File: src/bsf_pkg.sv
// Shared types and codes for the BGP session controller.
// Holds the event and result records, the state, event and message codes
// and the register reset values. No dependencies.
`default_nettype none

package bsf_pkg;

  // Session states
  localparam logic [2:0] ST_IDLE        = 3'd0;
  localparam logic [2:0] ST_CONNECT     = 3'd1;
  localparam logic [2:0] ST_ACTIVE      = 3'd2;
  localparam logic [2:0] ST_OPENSENT    = 3'd3;
  localparam logic [2:0] ST_OPENCONFIRM = 3'd4;
  localparam logic [2:0] ST_ESTABLISHED = 3'd5;

  // Event kinds
  localparam logic [2:0] EV_TICK     = 3'd0;
  localparam logic [2:0] EV_TCP      = 3'd1;
  localparam logic [2:0] EV_MSG      = 3'd2;
  localparam logic [2:0] EV_LINK_ERR = 3'd3;
  localparam logic [2:0] EV_START    = 3'd4;
  localparam logic [2:0] EV_SHUTDOWN = 3'd5;

  // Received message types
  localparam logic [7:0] MT_OPEN      = 8'd1;
  localparam logic [7:0] MT_UPDATE    = 8'd2;
  localparam logic [7:0] MT_NOTIFY    = 8'd3;
  localparam logic [7:0] MT_KEEPALIVE = 8'd4;

  // Messages to send
  localparam logic [1:0] TX_NONE      = 2'd0;
  localparam logic [1:0] TX_OPEN      = 2'd1;
  localparam logic [1:0] TX_KEEPALIVE = 2'd2;
  localparam logic [1:0] TX_NOTIFY    = 2'd3;

  // Notification codes
  localparam logic [7:0] NC_NONE      = 8'd0;
  localparam logic [7:0] NC_OPEN_ERR  = 8'd2;
  localparam logic [7:0] NC_FSM_ERR   = 8'd5;
  localparam logic [7:0] NC_CEASE     = 8'd6;
  localparam logic [7:0] NS_NONE      = 8'd0;
  localparam logic [7:0] NS_BAD_VER   = 8'd1;

  localparam logic [7:0] SUPPORTED_VER = 8'd4;

  // Configuration register indexes and reset values
  localparam int unsigned CFG_IDX_W  = 2;
  localparam int unsigned CFG_DATA_W = 16;
  localparam logic [CFG_IDX_W-1:0] REG_LOCAL_HOLD    = 2'd0;
  localparam logic [CFG_IDX_W-1:0] REG_CONNECT_RETRY = 2'd1;
  localparam logic [CFG_IDX_W-1:0] REG_SESSION_RETRY = 2'd2;
  localparam logic [15:0] LOCAL_HOLD_RST    = 16'd180;
  localparam logic [7:0]  CONNECT_RETRY_RST = 8'd5;
  localparam logic [7:0]  SESSION_RETRY_RST = 8'd10;

  // One event
  typedef struct packed {
    logic [2:0]  kind;
    logic        connect_ok;
    logic        marker_ok;
    logic [7:0]  msg_type;
    logic [7:0]  peer_version;
    logic [15:0] peer_hold_time;
  } item_t;

  // One result
  typedef struct packed {
    logic [2:0]  session_state;
    logic [1:0]  send_msg;
    logic [7:0]  notify_code;
    logic [7:0]  notify_subcode;
    logic        connect_req;
    logic        close_req;
    logic        update_forward;
    logic [15:0] hold_negotiated;
  } result_t;

endpackage

`default_nettype wire

File: src/bsf_in_stage.sv
// Input register of the BGP session controller.
// Captures one event per transfer and holds it until the engine takes it.
// Depends on bsf_pkg.
`default_nettype none

module bsf_in_stage (
  input  wire logic           clk,
  input  wire logic           rst,
  input  wire logic           in_valid,
  input  wire bsf_pkg::item_t in_item,
  output logic                in_stall,
  input  wire logic           take,
  output logic                item_valid,
  output bsf_pkg::item_t      item
);

  logic load;
  logic item_valid_next;

  // Stall only while a held event is not taken this cycle
  assign in_stall        = item_valid && !take;
  assign load            = in_valid && !in_stall;
  assign item_valid_next = load || (item_valid && !take);

  always_ff @(posedge clk) begin
    if (rst) begin
      item_valid <= 1'b0;
    end else begin
      item_valid <= item_valid_next;
    end
  end

  // Payload: load on transfer, hold otherwise
  always_ff @(posedge clk) begin
    if (load) begin
      item <= in_item;
    end
  end

endmodule

`default_nettype wire

File: src/bsf_engine.sv
// Session state, configuration registers and the per-event transition logic.
// Turns one held event into one result through combinational logic.
// Depends on bsf_pkg.
`default_nettype none

module bsf_engine (
  input  wire logic                              clk,
  input  wire logic                              rst,
  input  wire logic                              cfg_we,
  input  wire logic [bsf_pkg::CFG_IDX_W-1:0]     cfg_index,
  input  wire logic [bsf_pkg::CFG_DATA_W-1:0]    cfg_data,
  input  wire logic                              fire,
  input  wire bsf_pkg::item_t                    item,
  output bsf_pkg::result_t                       res
);

  // Configuration
  logic [15:0] local_hold;
  logic [7:0]  connect_retry;
  logic [7:0]  session_retry;

  // Session state
  logic [2:0]  st;
  logic        running;
  logic [15:0] hold_value;
  logic [14:0] ka_period;
  logic [15:0] tick_count;
  logic [7:0]  retry_count;

  logic [2:0]  st_next;
  logic        running_next;
  logic [15:0] hold_value_next;
  logic [14:0] ka_period_next;
  logic [15:0] tick_count_next;
  logic [7:0]  retry_count_next;

  logic [1:0]  send;
  logic [7:0]  code;
  logic [7:0]  sub;
  logic        conn;
  logic        close;
  logic        upd;

  logic [7:0]  retry_inc;
  logic [15:0] tick_inc;
  logic [15:0] hold_min;
  logic [31:0] div_prod;
  logic [14:0] hold_third;
  logic        in_session;

  // Write configuration registers
  always_ff @(posedge clk) begin
    if (rst) begin
      local_hold    <= bsf_pkg::LOCAL_HOLD_RST;
      connect_retry <= bsf_pkg::CONNECT_RETRY_RST;
      session_retry <= bsf_pkg::SESSION_RETRY_RST;
    end else if (cfg_we) begin
      case (cfg_index)
        bsf_pkg::REG_LOCAL_HOLD:    local_hold    <= cfg_data;
        bsf_pkg::REG_CONNECT_RETRY: connect_retry <= cfg_data[7:0];
        bsf_pkg::REG_SESSION_RETRY: session_retry <= cfg_data[7:0];
        default: ;
      endcase
    end
  end

  // Saturating counters, hold negotiation and hold/3 by reciprocal multiply
  assign retry_inc  = (retry_count == 8'hFF) ? 8'hFF : retry_count + 8'd1;
  assign tick_inc   = (tick_count == 16'hFFFF) ? 16'hFFFF : tick_count + 16'd1;
  assign hold_min   = (local_hold < item.peer_hold_time) ? local_hold : item.peer_hold_time;
  assign div_prod   = {16'd0, hold_min} * 32'h0000_AAAB;
  assign hold_third = div_prod[31:17];
  assign in_session = (st == bsf_pkg::ST_OPENSENT) || (st == bsf_pkg::ST_OPENCONFIRM) ||
                      (st == bsf_pkg::ST_ESTABLISHED);

  // Transition for one event
  always_comb begin
    st_next          = st;
    running_next     = running;
    hold_value_next  = hold_value;
    ka_period_next   = ka_period;
    tick_count_next  = tick_count;
    retry_count_next = retry_count;
    send  = bsf_pkg::TX_NONE;
    code  = bsf_pkg::NC_NONE;
    sub   = bsf_pkg::NS_NONE;
    conn  = 1'b0;
    close = 1'b0;
    upd   = 1'b0;

    if (item.kind == bsf_pkg::EV_START) begin
      if (!running) begin
        running_next     = 1'b1;
        tick_count_next  = 16'd0;
        st_next          = bsf_pkg::ST_CONNECT;
        conn             = 1'b1;
        retry_count_next = 8'd0;
      end
    end else if (running) begin
      case (item.kind)
        bsf_pkg::EV_TICK: begin
          if (st == bsf_pkg::ST_IDLE || st == bsf_pkg::ST_ACTIVE) begin
            retry_count_next = retry_inc;
            if (retry_inc >= ((st == bsf_pkg::ST_IDLE) ? session_retry : connect_retry)) begin
              st_next          = bsf_pkg::ST_CONNECT;
              conn             = 1'b1;
              retry_count_next = 8'd0;
            end
          end else if (st == bsf_pkg::ST_ESTABLISHED) begin
            if (tick_inc >= {1'b0, ka_period}) begin
              send            = bsf_pkg::TX_KEEPALIVE;
              tick_count_next = 16'd0;
            end else begin
              tick_count_next = tick_inc;
            end
          end
        end
        bsf_pkg::EV_TCP: begin
          if (st == bsf_pkg::ST_CONNECT) begin
            if (item.connect_ok) begin
              st_next = bsf_pkg::ST_OPENSENT;
              send    = bsf_pkg::TX_OPEN;
            end else begin
              st_next          = bsf_pkg::ST_ACTIVE;
              retry_count_next = 8'd0;
            end
          end
        end
        bsf_pkg::EV_MSG: begin
          if (in_session) begin
            if (!item.marker_ok || item.msg_type == bsf_pkg::MT_NOTIFY) begin
              close = 1'b1;
            end else if (st == bsf_pkg::ST_OPENSENT) begin
              if (item.msg_type != bsf_pkg::MT_OPEN) begin
                send  = bsf_pkg::TX_NOTIFY;
                code  = bsf_pkg::NC_FSM_ERR;
                close = 1'b1;
              end else if (item.peer_version != bsf_pkg::SUPPORTED_VER) begin
                send  = bsf_pkg::TX_NOTIFY;
                code  = bsf_pkg::NC_OPEN_ERR;
                sub   = bsf_pkg::NS_BAD_VER;
                close = 1'b1;
              end else begin
                hold_value_next = hold_min;
                ka_period_next  = (hold_third == 15'd0) ? 15'd1 : hold_third;
                st_next         = bsf_pkg::ST_OPENCONFIRM;
                send            = bsf_pkg::TX_KEEPALIVE;
              end
            end else if (st == bsf_pkg::ST_OPENCONFIRM) begin
              if (item.msg_type == bsf_pkg::MT_KEEPALIVE) begin
                st_next         = bsf_pkg::ST_ESTABLISHED;
                tick_count_next = 16'd0;
              end else if (item.msg_type != bsf_pkg::MT_OPEN) begin
                send  = bsf_pkg::TX_NOTIFY;
                code  = bsf_pkg::NC_FSM_ERR;
                close = 1'b1;
              end
            end else begin
              upd             = (item.msg_type == bsf_pkg::MT_UPDATE);
              send            = bsf_pkg::TX_KEEPALIVE;
              tick_count_next = 16'd0;
            end
          end
        end
        bsf_pkg::EV_LINK_ERR: begin
          close = in_session;
        end
        bsf_pkg::EV_SHUTDOWN: begin
          if (st == bsf_pkg::ST_ESTABLISHED) begin
            send = bsf_pkg::TX_NOTIFY;
            code = bsf_pkg::NC_CEASE;
          end
          running_next = 1'b0;
          close        = 1'b1;
        end
        default: ;
      endcase
    end

    // Drop the session: back to idle, restart both counters
    if (close) begin
      st_next          = bsf_pkg::ST_IDLE;
      retry_count_next = 8'd0;
      tick_count_next  = 16'd0;
    end
  end

  // Advance the session state on each event the output side takes
  always_ff @(posedge clk) begin
    if (rst) begin
      st          <= bsf_pkg::ST_IDLE;
      running     <= 1'b0;
      hold_value  <= 16'd0;
      ka_period   <= 15'd1;
      tick_count  <= 16'd0;
      retry_count <= 8'd0;
    end else if (fire) begin
      st          <= st_next;
      running     <= running_next;
      hold_value  <= hold_value_next;
      ka_period   <= ka_period_next;
      tick_count  <= tick_count_next;
      retry_count <= retry_count_next;
    end
  end

  always_comb begin
    res.session_state   = st_next;
    res.send_msg        = send;
    res.notify_code     = code;
    res.notify_subcode  = sub;
    res.connect_req     = conn;
    res.close_req       = close;
    res.update_forward  = upd;
    res.hold_negotiated = hold_value_next;
  end

  // Checks
  a_reset_idle: assert property (@(posedge clk) rst |=> (st == bsf_pkg::ST_IDLE) && !running)
    else $error("state not idle after reset");

  a_stopped_idle: assert property (@(posedge clk) disable iff (rst)
    !running |-> (st == bsf_pkg::ST_IDLE))
    else $error("session not idle while stopped");

  a_codes_only_with_notify: assert property (@(posedge clk) disable iff (rst)
    (fire && send != bsf_pkg::TX_NOTIFY) |->
      (code == bsf_pkg::NC_NONE && sub == bsf_pkg::NS_NONE))
    else $error("notification codes without a notification");

  a_connect_enters_connect: assert property (@(posedge clk) disable iff (rst)
    (fire && conn) |=> (st == bsf_pkg::ST_CONNECT))
    else $error("connect request without entering connect");

  a_ka_period_nonzero: assert property (@(posedge clk) disable iff (rst)
    ka_period != 15'd0)
    else $error("keepalive period is zero");

endmodule

`default_nettype wire

File: src/bsf_out_stage.sv
// Result register of the BGP session controller.
// Holds one result until the receiver takes it; reloads in the same cycle.
// Depends on bsf_pkg.
`default_nettype none

module bsf_out_stage (
  input  wire logic             clk,
  input  wire logic             rst,
  input  wire logic             load,
  input  wire bsf_pkg::result_t res_in,
  output logic                  ready,
  output logic                  out_valid,
  input  wire logic             out_stall,
  output bsf_pkg::result_t      res_out
);

  logic out_valid_next;

  // Free when empty or when the held result transfers this cycle
  assign ready          = !out_valid || !out_stall;
  assign out_valid_next = load || (out_valid && out_stall);

  always_ff @(posedge clk) begin
    if (rst) begin
      out_valid <= 1'b0;
    end else begin
      out_valid <= out_valid_next;
    end
  end

  // Payload: hold while stalled
  always_ff @(posedge clk) begin
    if (load) begin
      res_out <= res_in;
    end
  end

endmodule

`default_nettype wire

File: src/bgp_session_fsm_core.sv
// BGP session controller for one peer: event in, one result out per event.
//
// Input channel (in_valid/in_stall) carries one event: tick, TCP result,
// received message header, link error, admin start or admin shutdown.
// Output channel (out_valid/out_stall) carries one result per event: the
// session state after the event, the message to send, notification codes,
// connect/close requests, update forwarding and the negotiated hold time.
// Configuration writes (cfg_we, cfg_index, cfg_data) set local hold time,
// connect retry and session retry; write only while no event is in flight.
//
// Path: an event moves from the input register through the combinational
// transition logic into the result register. Throughput: one event per cycle
// while the receiver does not stall; the transition logic sets that figure.
// While the receiver stalls, the result holds and one more event is taken
// into the input register; after that in_stall rises.
// Reset (rst, synchronous) empties both registers, puts the session in Idle
// not running, and loads hold 180, connect retry 5, session retry 10.
`default_nettype none

module bgp_session_fsm_core (
  input  wire logic                              clk,
  input  wire logic                              rst,
  // configuration
  input  wire logic                              cfg_we,
  input  wire logic [bsf_pkg::CFG_IDX_W-1:0]     cfg_index,
  input  wire logic [bsf_pkg::CFG_DATA_W-1:0]    cfg_data,
  // events
  input  wire logic                              in_valid,
  output logic                                   in_stall,
  input  wire logic [2:0]                        kind,
  input  wire logic                              connect_ok,
  input  wire logic                              marker_ok,
  input  wire logic [7:0]                        msg_type,
  input  wire logic [7:0]                        peer_version,
  input  wire logic [15:0]                       peer_hold_time,
  // results
  output logic                                   out_valid,
  input  wire logic                              out_stall,
  output logic [2:0]                             session_state,
  output logic [1:0]                             send_msg,
  output logic [7:0]                             notify_code,
  output logic [7:0]                             notify_subcode,
  output logic                                   connect_req,
  output logic                                   close_req,
  output logic                                   update_forward,
  output logic [15:0]                            hold_negotiated
);

  bsf_pkg::item_t   in_item;
  bsf_pkg::item_t   item;
  bsf_pkg::result_t res;
  bsf_pkg::result_t res_out;
  logic             item_valid;
  logic             out_ready;
  logic             fire;

  always_comb begin
    in_item.kind           = kind;
    in_item.connect_ok     = connect_ok;
    in_item.marker_ok      = marker_ok;
    in_item.msg_type       = msg_type;
    in_item.peer_version   = peer_version;
    in_item.peer_hold_time = peer_hold_time;
  end

  // Process the held event when the result register can take it
  assign fire = item_valid && out_ready;

  bsf_in_stage u_in (
    .clk        (clk),
    .rst        (rst),
    .in_valid   (in_valid),
    .in_item    (in_item),
    .in_stall   (in_stall),
    .take       (fire),
    .item_valid (item_valid),
    .item       (item)
  );

  bsf_engine u_engine (
    .clk       (clk),
    .rst       (rst),
    .cfg_we    (cfg_we),
    .cfg_index (cfg_index),
    .cfg_data  (cfg_data),
    .fire      (fire),
    .item      (item),
    .res       (res)
  );

  bsf_out_stage u_out (
    .clk       (clk),
    .rst       (rst),
    .load      (fire),
    .res_in    (res),
    .ready     (out_ready),
    .out_valid (out_valid),
    .out_stall (out_stall),
    .res_out   (res_out)
  );

  assign session_state   = res_out.session_state;
  assign send_msg        = res_out.send_msg;
  assign notify_code     = res_out.notify_code;
  assign notify_subcode  = res_out.notify_subcode;
  assign connect_req     = res_out.connect_req;
  assign close_req       = res_out.close_req;
  assign update_forward  = res_out.update_forward;
  assign hold_negotiated = res_out.hold_negotiated;

endmodule

`default_nettype wire
File: config.mk
export PLATFORM = sky130hd
export DESIGN_NAME = bgp_session_fsm_core
export DESIGN_NICKNAME = d
export VERILOG_FILES = /design/src/bsf_pkg.sv /design/src/bsf_in_stage.sv /design/src/bsf_engine.sv /design/src/bsf_out_stage.sv /design/src/bgp_session_fsm_core.sv
export SDC_FILE = /design/constraint.sdc
export NUM_CORES = 1
export LEC_CHECK = 0
export BUFFER_PORTS_ARGS = -buffer_cell sky130_fd_sc_hd__clkbuf_2
export CORE_MARGIN = 4
export CORE_UTILIZATION = 58
export CTS_BUF_LIST = sky130_fd_sc_hd__clkbuf_4 sky130_fd_sc_hd__clkbuf_8 sky130_fd_sc_hd__clkbuf_16
export CTS_CLUSTER_SIZE = 40
export DETAILED_ROUTE_END_ITERATION = 8
export PLACE_DENSITY = 0.78
export SYNTH_ARGS = -nofsm -noshare
export SYNTH_HDL_FRONTEND = slang
export SYNTH_SLANG_ARGS = --single-unit
File: constraint.sdc
create_clock -name clk -period 11.9 [get_ports clk]
set_input_delay 0.595 -clock clk [delete_from_list [all_inputs] [get_ports clk]]
set_output_delay 0.595 -clock clk [all_outputs]
set_load 0.05 [all_outputs]
======== Word level (Yosys, flattened, before mapping) ========
Cells that the tools add are included.
operators by class
  shifts and indexed selects .............. 0
  multipliers ............................. 1
  add/sub/neg operators ................... 2
  reductions and logical operators ........ 32
  magnitude comparators ................... 3
  bitwise logic cells ..................... 8
  multiplexer cells ....................... 97
  equality and inequality tests ........... 29
  div/mod/pow operators ................... 0
operators by type and width
  operator                  count
  $mux W16                  22
  $mux W8                   16
  $mux W3                   16
  $mul A16 B16 Y32 const B  1
  $pmux W16 S2              1
  $pmux W8 S2               2
  $mux W2                   13
  $mux W1                   23
  $add A16 B1 Y16 const B   1
  $eq A16 B16 Y1 const B    1
  $eq A8 B2 Y1 const B      2
  $ge A16 B15 Y1            1
  $lt A16 B16 Y1            1
  $ne A4 B1 Y1 const B      4
  $logic_not A15 Y1         1
  $mux W15                  1
  $reduce_or A7 Y1          2
  $eq A3 B2 Y1 const B      4
  $eq A3 B3 Y1 const B      4
  $ne A4 B2 Y1 const B      3
  $reduce_and A10 Y1        1
  $pmux W3 S3               1
  $reduce_and A9 Y1         1
  $add A8 B1 Y8 const B     1
  other kinds (24)          49
word-level totals
  word-level logic and storage cells ...... 197
  flip-flop bits (word level) ............. 170
  input port bits ......................... 60
  bits in latches ......................... 0
  output and inout port bits .............. 42
  ROM bits ................................ 0
  memories kept ........................... 0
  RAM bits ................................ 0

======== Longest topological paths before layout ========
  depth in word-level cells ............... 12
  mapped depth ............................ 32

======== Cells and area by module ========
Synthesis repeated with hierarchy kept, for this count alone.
second synthesis, totals
  cells, all modules ...................... 1,422
  area total of the unflattened synthesis .. 13,299.0 um2
modules (own cells, without submodules)
  module                times used  sequential area each (um2)  area an instance (um2)  cells each
  bsf_engine            1           1,821.7                     10,898.0                1,336
  bsf_out_stage         1           1,221.2                     1,233.7                 44
  bsf_in_stage          1           1,131.1                     1,161.1                 41
  bgp_session_fsm_core  1           0.0                         6.3                     1

======== Worst setup path after synthesis ========
Ideal clock, no wire load.
  kind .................................... register to register
  start ................................... register u_in.item[13] (netlist name)
  end ..................................... register u_engine.ka_period[0]
  slack ................................... 4.116 ns
  arrival time ............................ 7.726 ns
  data required time ...................... 11.841 ns
  clock period less this slack ............ 7.784 ns
  library setup time ...................... 0.059 ns
  cell stages (with the launch flop) ...... 30
  cell sequence ........................... edfxtp_1 inv_1 ha_1 nand4_1 or3_4 o41ai_2 nor3_1 clkbuf_1 o21ai_0 ha_1 xor2_1 ha_1 inv_1 fa_1 inv_1 fa_1 fa_1 fa_1 ha_1 a21oi_1 nand2_1 and2_1 o31a_1 o311a_1 a41oi_1 o21ai_1 a211o_1 a22o_1 nor4_1 a31o_1
on the way
  word-level cells in the longest chain between the ends .. 5
RTL lines
  element               RTL line           RTL
  $lt A16 B16 Y1        bsf_engine.sv:70   assign hold_min = (local_hold < item.peer_hold_time) ? local_hold : item.peer_hold_time;
  $mux W16 *            bsf_engine.sv:70
  $mul A16 B16 Y32 *    bsf_engine.sv:71   assign div_prod = {16'd0, hold_min} * 32'h0000_AAAB;
  $logic_not A15 Y1     bsf_engine.sv:145  ka_period_next = (hold_third == 15'd0) ? 15'd1 : hold_third;
  $mux W15 *            bsf_engine.sv:145
  to (signal assigned)  bsf_engine.sv:201  ka_period <= ka_period_next;
  to (decl)             bsf_engine.sv:26   logic [14:0] ka_period;
Mark *: on every way between the ends. The rest lies on a longest branch, timed or not.
A chain may end at the register's enable or synchronous reset.

======== Final worst setup path ========
  start ................................... register u_in.item[1] (netlist name)
  end ..................................... register u_engine.ka_period[0]
on the way
  word-level cells in the longest chain between the ends .. 5
RTL lines
  element             RTL line
  $lt A16 B16 Y1      bsf_engine.sv:70
  $mux W16 *          bsf_engine.sv:70
  $mul A16 B16 Y32 *  bsf_engine.sv:71
  $logic_not A15 Y1   bsf_engine.sv:145
  $mux W15 *          bsf_engine.sv:145
Marked as above.

==> key figures <==
Status
  • Status: finished clean

Clock network
  • CTS Sinks: between 150 and 200
  • Worst-Skew Late Latency: approximately 440 ps
  • CTS tree: yes
  • CTS hold repair buffers: 0
  • Setup Fix Bufs, Post-CTS: 0
  • Max Buffers Root-to-Sink: 2
  • CTS Buf Count: 17
  • H-Tree Depth: 4
  • Reg clk slew, reported paths: roughly 70 ps
  • CTS resizes: 0
  • CTS Root Cell: clkbuf_16

Worst setup path
  • Critical path arrival: between 9000 and 10000 ps
  • Worst Setup End Kind: register
  • WP data required: roughly 12000 ps
  • Crit Path Class: register to register
  • CP Launch Point: u_in.item[1]
  • Top delay family on crit path: adder cells
  • Worst Reg-to-Reg Cells: 30
  • Crit-path max FO: 13
  • FF-to-FF setup slack: 3210 ps
  • Critical path's largest stage delay: just over 600 ps
  • Worst path most repeated cell: inv_1
  • Worst r2r src: u_in.item[1]
  • WP buf/inv: 7
  • Slowest-stage cell, CP: nor3_2
  • Worst R2R End: u_engine.ka_period[0]
  • Startpoint types: register

Detailed routing
  • Detailed Routing Iterations Pass 1: 5
  • DR vias: slightly below 10000
  • DRT iter0 DRCs: 606
  • WL/cell: 16.9 um
  • Via density: between 5 and 6
  • Total wire length: around 29000 um
  • DR DRC count: 0
  • Post-route ant nets: 0

Synth
  • Async SR Flop Fraction: 0%
  • Mux contribution to synthesized area: ~2.6%
  • Largest family of logic cells by synthesized area: adder cells
  • Synth Instances: about 1300
  • EDFF count, synth: 65
  • Compound-gate portion of the synthesized area: around 13%
  • Post-Syn Area per Cell: about 9.3 sq um
  • Synth Area in XOR/XNOR: around 2.3%
  • Synth Register Bits: 158
  • Top FF cell, synth: dfxtp_1
  • Yosys warning count: 0
  • Synth Area in Adders: roughly 30%
  • Simple-Gate Fraction of Synth Area: between 10% and 20%
  • Mapped Area: about 13000 sq um
  • Seq/Total Area, Yosys: between 30% and 40%
  • Unique masters post-synth: 83

Global route
  • Vias in the first global route: just under 10000
  • Initial antenna violation count: 0
  • Largest net degree at the start of global routing: 80
  • GRT Overall Usage: about a quarter
  • First-pass GRT wire length: ~48000 um
  • Total grt overflow: 0

STA
  • Slew margin rel.: approximately a quarter
  • Slew Viols, Final: 0
  • Final clock skew: ~12 ps
  • Setup TNS: 0 ps
  • Minimum clock period: approximately 8700 ps
  • Hold Vio Cnt, Final: 0
  • Peak Freq: about 120 MHz
  • Measured slew at the worst slew-check pin: around 1100 ps
  • Final period utilization: around three quarters
  • RSZ-0062 raised after global routing: no
  • WHS: between 300 and 400 ps
  • Setup-failing EPs final: 0

Pwr
  • Pwr Density: 161 nW/um^2
  • VDD IR-drop max: a little under 0.0001 V
  • Leak Pwr: just under 7 nW

Worst hold path
  • Hold Path Depth: 1
  • Worst min-delay path class: input pin to register
  • Hold path endpoint: u_in.item[7]
  • HP Start: peer_hold_time[7]

Final layout
  • Fill count: 1664
  • Nets: about 1700
  • Share of cells above drive strength 1: 11.2%
  • Ant. Diodes: 0
  • Layout Area Growth over Synthesis: 10.3%

Floorplanning
  • FP Rows: 53
  • Core box area: between 20000 and 25000 sq um
  • Die span in x: ~150 um
  • Die span in y: roughly 150 um
  • DIE AREA: around 24000 sq um
  • IO Count: roughly 100
  • Initial Util: 59.2%

Placed design
  • Port bufs: 89
  • Final HPWL from detailed placement: 23000 um
  • Final GP Congestion: 0.966

Job
  • Max-Cap Viols: 0
## layer usage
layer / vias to the layer above / track usage [%] / share of wire, %
met5: - / 0 / 0
met4: 0 / 7.57 / 2.1
met3: 46 / 3.95 / 5.8
met2: 322 / 41.6 / 49
met1: 4565 / 32.8 / 44
li1: 4707 / - / -
## Yosys cell counts (all sizes together), types with 8 or more instances
master / n / area (sq um)
a21o: 33 / 249
a21oi: 83 / 415
a22o: 17 / 149
a22oi: 8 / 60.1
a31oi: 8 / 50.1
and3: 13 / 81.3
buf: 16 / 109
clkbuf: 34 / 128
dfxtp: 93 / 1860
edfxtp: 65 / 1950
fa: 77 / 1540
ha: 170 / 2130
inv: 214 / 803
mux2i: 29 / 290
nand2: 172 / 646
nand2b: 11 / 68.8
nand3: 21 / 105
nand4: 10 / 62.6
nor2: 71 / 267
nor2b: 9 / 56.3
nor3: 20 / 116
o21ai: 30 / 150
xnor2: 18 / 158
xor2: 15 / 131
## cells by family (layout without fill, tap and decap cells)
logic type	count (synthesis)	in the layout
AND/OR/NAND/NOR	371	371
buffers and inverters	265	346
adder cells (fa/ha/maj)	247	247
AO/OA/AOI/OAI	238	238
flip-flops	158	158
XOR/XNOR	33	33
multiplexers	32	32
other	1	12
## area by class of cell
class / count / area, sq um / area share (%)
multi-input cells: 933 / 7710 / 55.9
flip-flops and latches: 158 / 3810 / 27.6
inverters: 215 / 807 / 5.85
repair buffers: 99 / 520 / 3.77
clock buffers: 19 / 475 / 3.44
well taps: 275 / 344 / 2.49
clock inverters: 13 / 133 / 0.961
## sequential cells by signal, indices dropped and copies added, names as in the netlist
signal / cells
u_engine.connect_retry: 8
u_in.item_valid: 1
u_engine.ka_period: 15
u_engine.session_retry: 8
u_engine.local_hold: 16
u_out.res_out: 28
u_out.out_valid: 1
u_engine.retry_count: 8
u_engine.st: 3
u_in.item: 37
u_engine.tick_count: 16
u_engine.hold_value: 16
u_engine.running: 1
## stage by stage
stage / setup WS, ps / cell area (sq um) / instances / utilization, % / total power, mW
global route: 2530 / 13800 / 1712 / 65.3 / 2.41
detailed placement: 3270 / 13200 / 1680 / 62.4 / 1.67
finish: 3210 / 13800 / 1712 / 65.3 / 2.23
global placement: 3340 / 13200 / 1680 / 62.4 / 1.65
CTS: 3220 / 13800 / 1712 / 65.3 / 2.23
floorplan: 4120 / 12600 / 1356 / - / 1.42
## layout by cell type, fill, tap and decap left out, types with 10 or more instances in the layout
master / instances
nand2b_1: 11
a22o_1: 17
mux2i_1: 29
clkbuf_2: 89
edfxtp_1: 65
nor2_1: 71
a21o_1: 32
dfxtp_1: 93
inv_1: 213
nand3_1: 21
a21oi_1: 83
ha_1: 170
clkbuf_16: 19
xnor2_1: 18
o21ai_0: 28
xor2_1: 15
and3_1: 13
buf_4: 10
fa_1: 77
nand2_1: 172
nand4_1: 10
nor3_1: 17
conb_1: 12
## power by group
part	switching, mW	internal, mW
sequential	0.0118	0.580
combinational	0.640	0.435
clock	0.255	0.304
## how the worst max path moves through the flow
stage	endpoint	slack (ps)	depth (start not counted)
floorplan	u_engine.ka_period[0]	4120	29
global placement	u_engine.ka_period[0]	3340	30
detailed placement	u_engine.ka_period[0]	3270	31
CTS	u_engine.ka_period[0]	3220	30
global route	u_engine.ka_period[0]	2530	30
finish	u_engine.ka_period[0]	3210	30
Note: power is estimated with default switching activity, not from simulation.
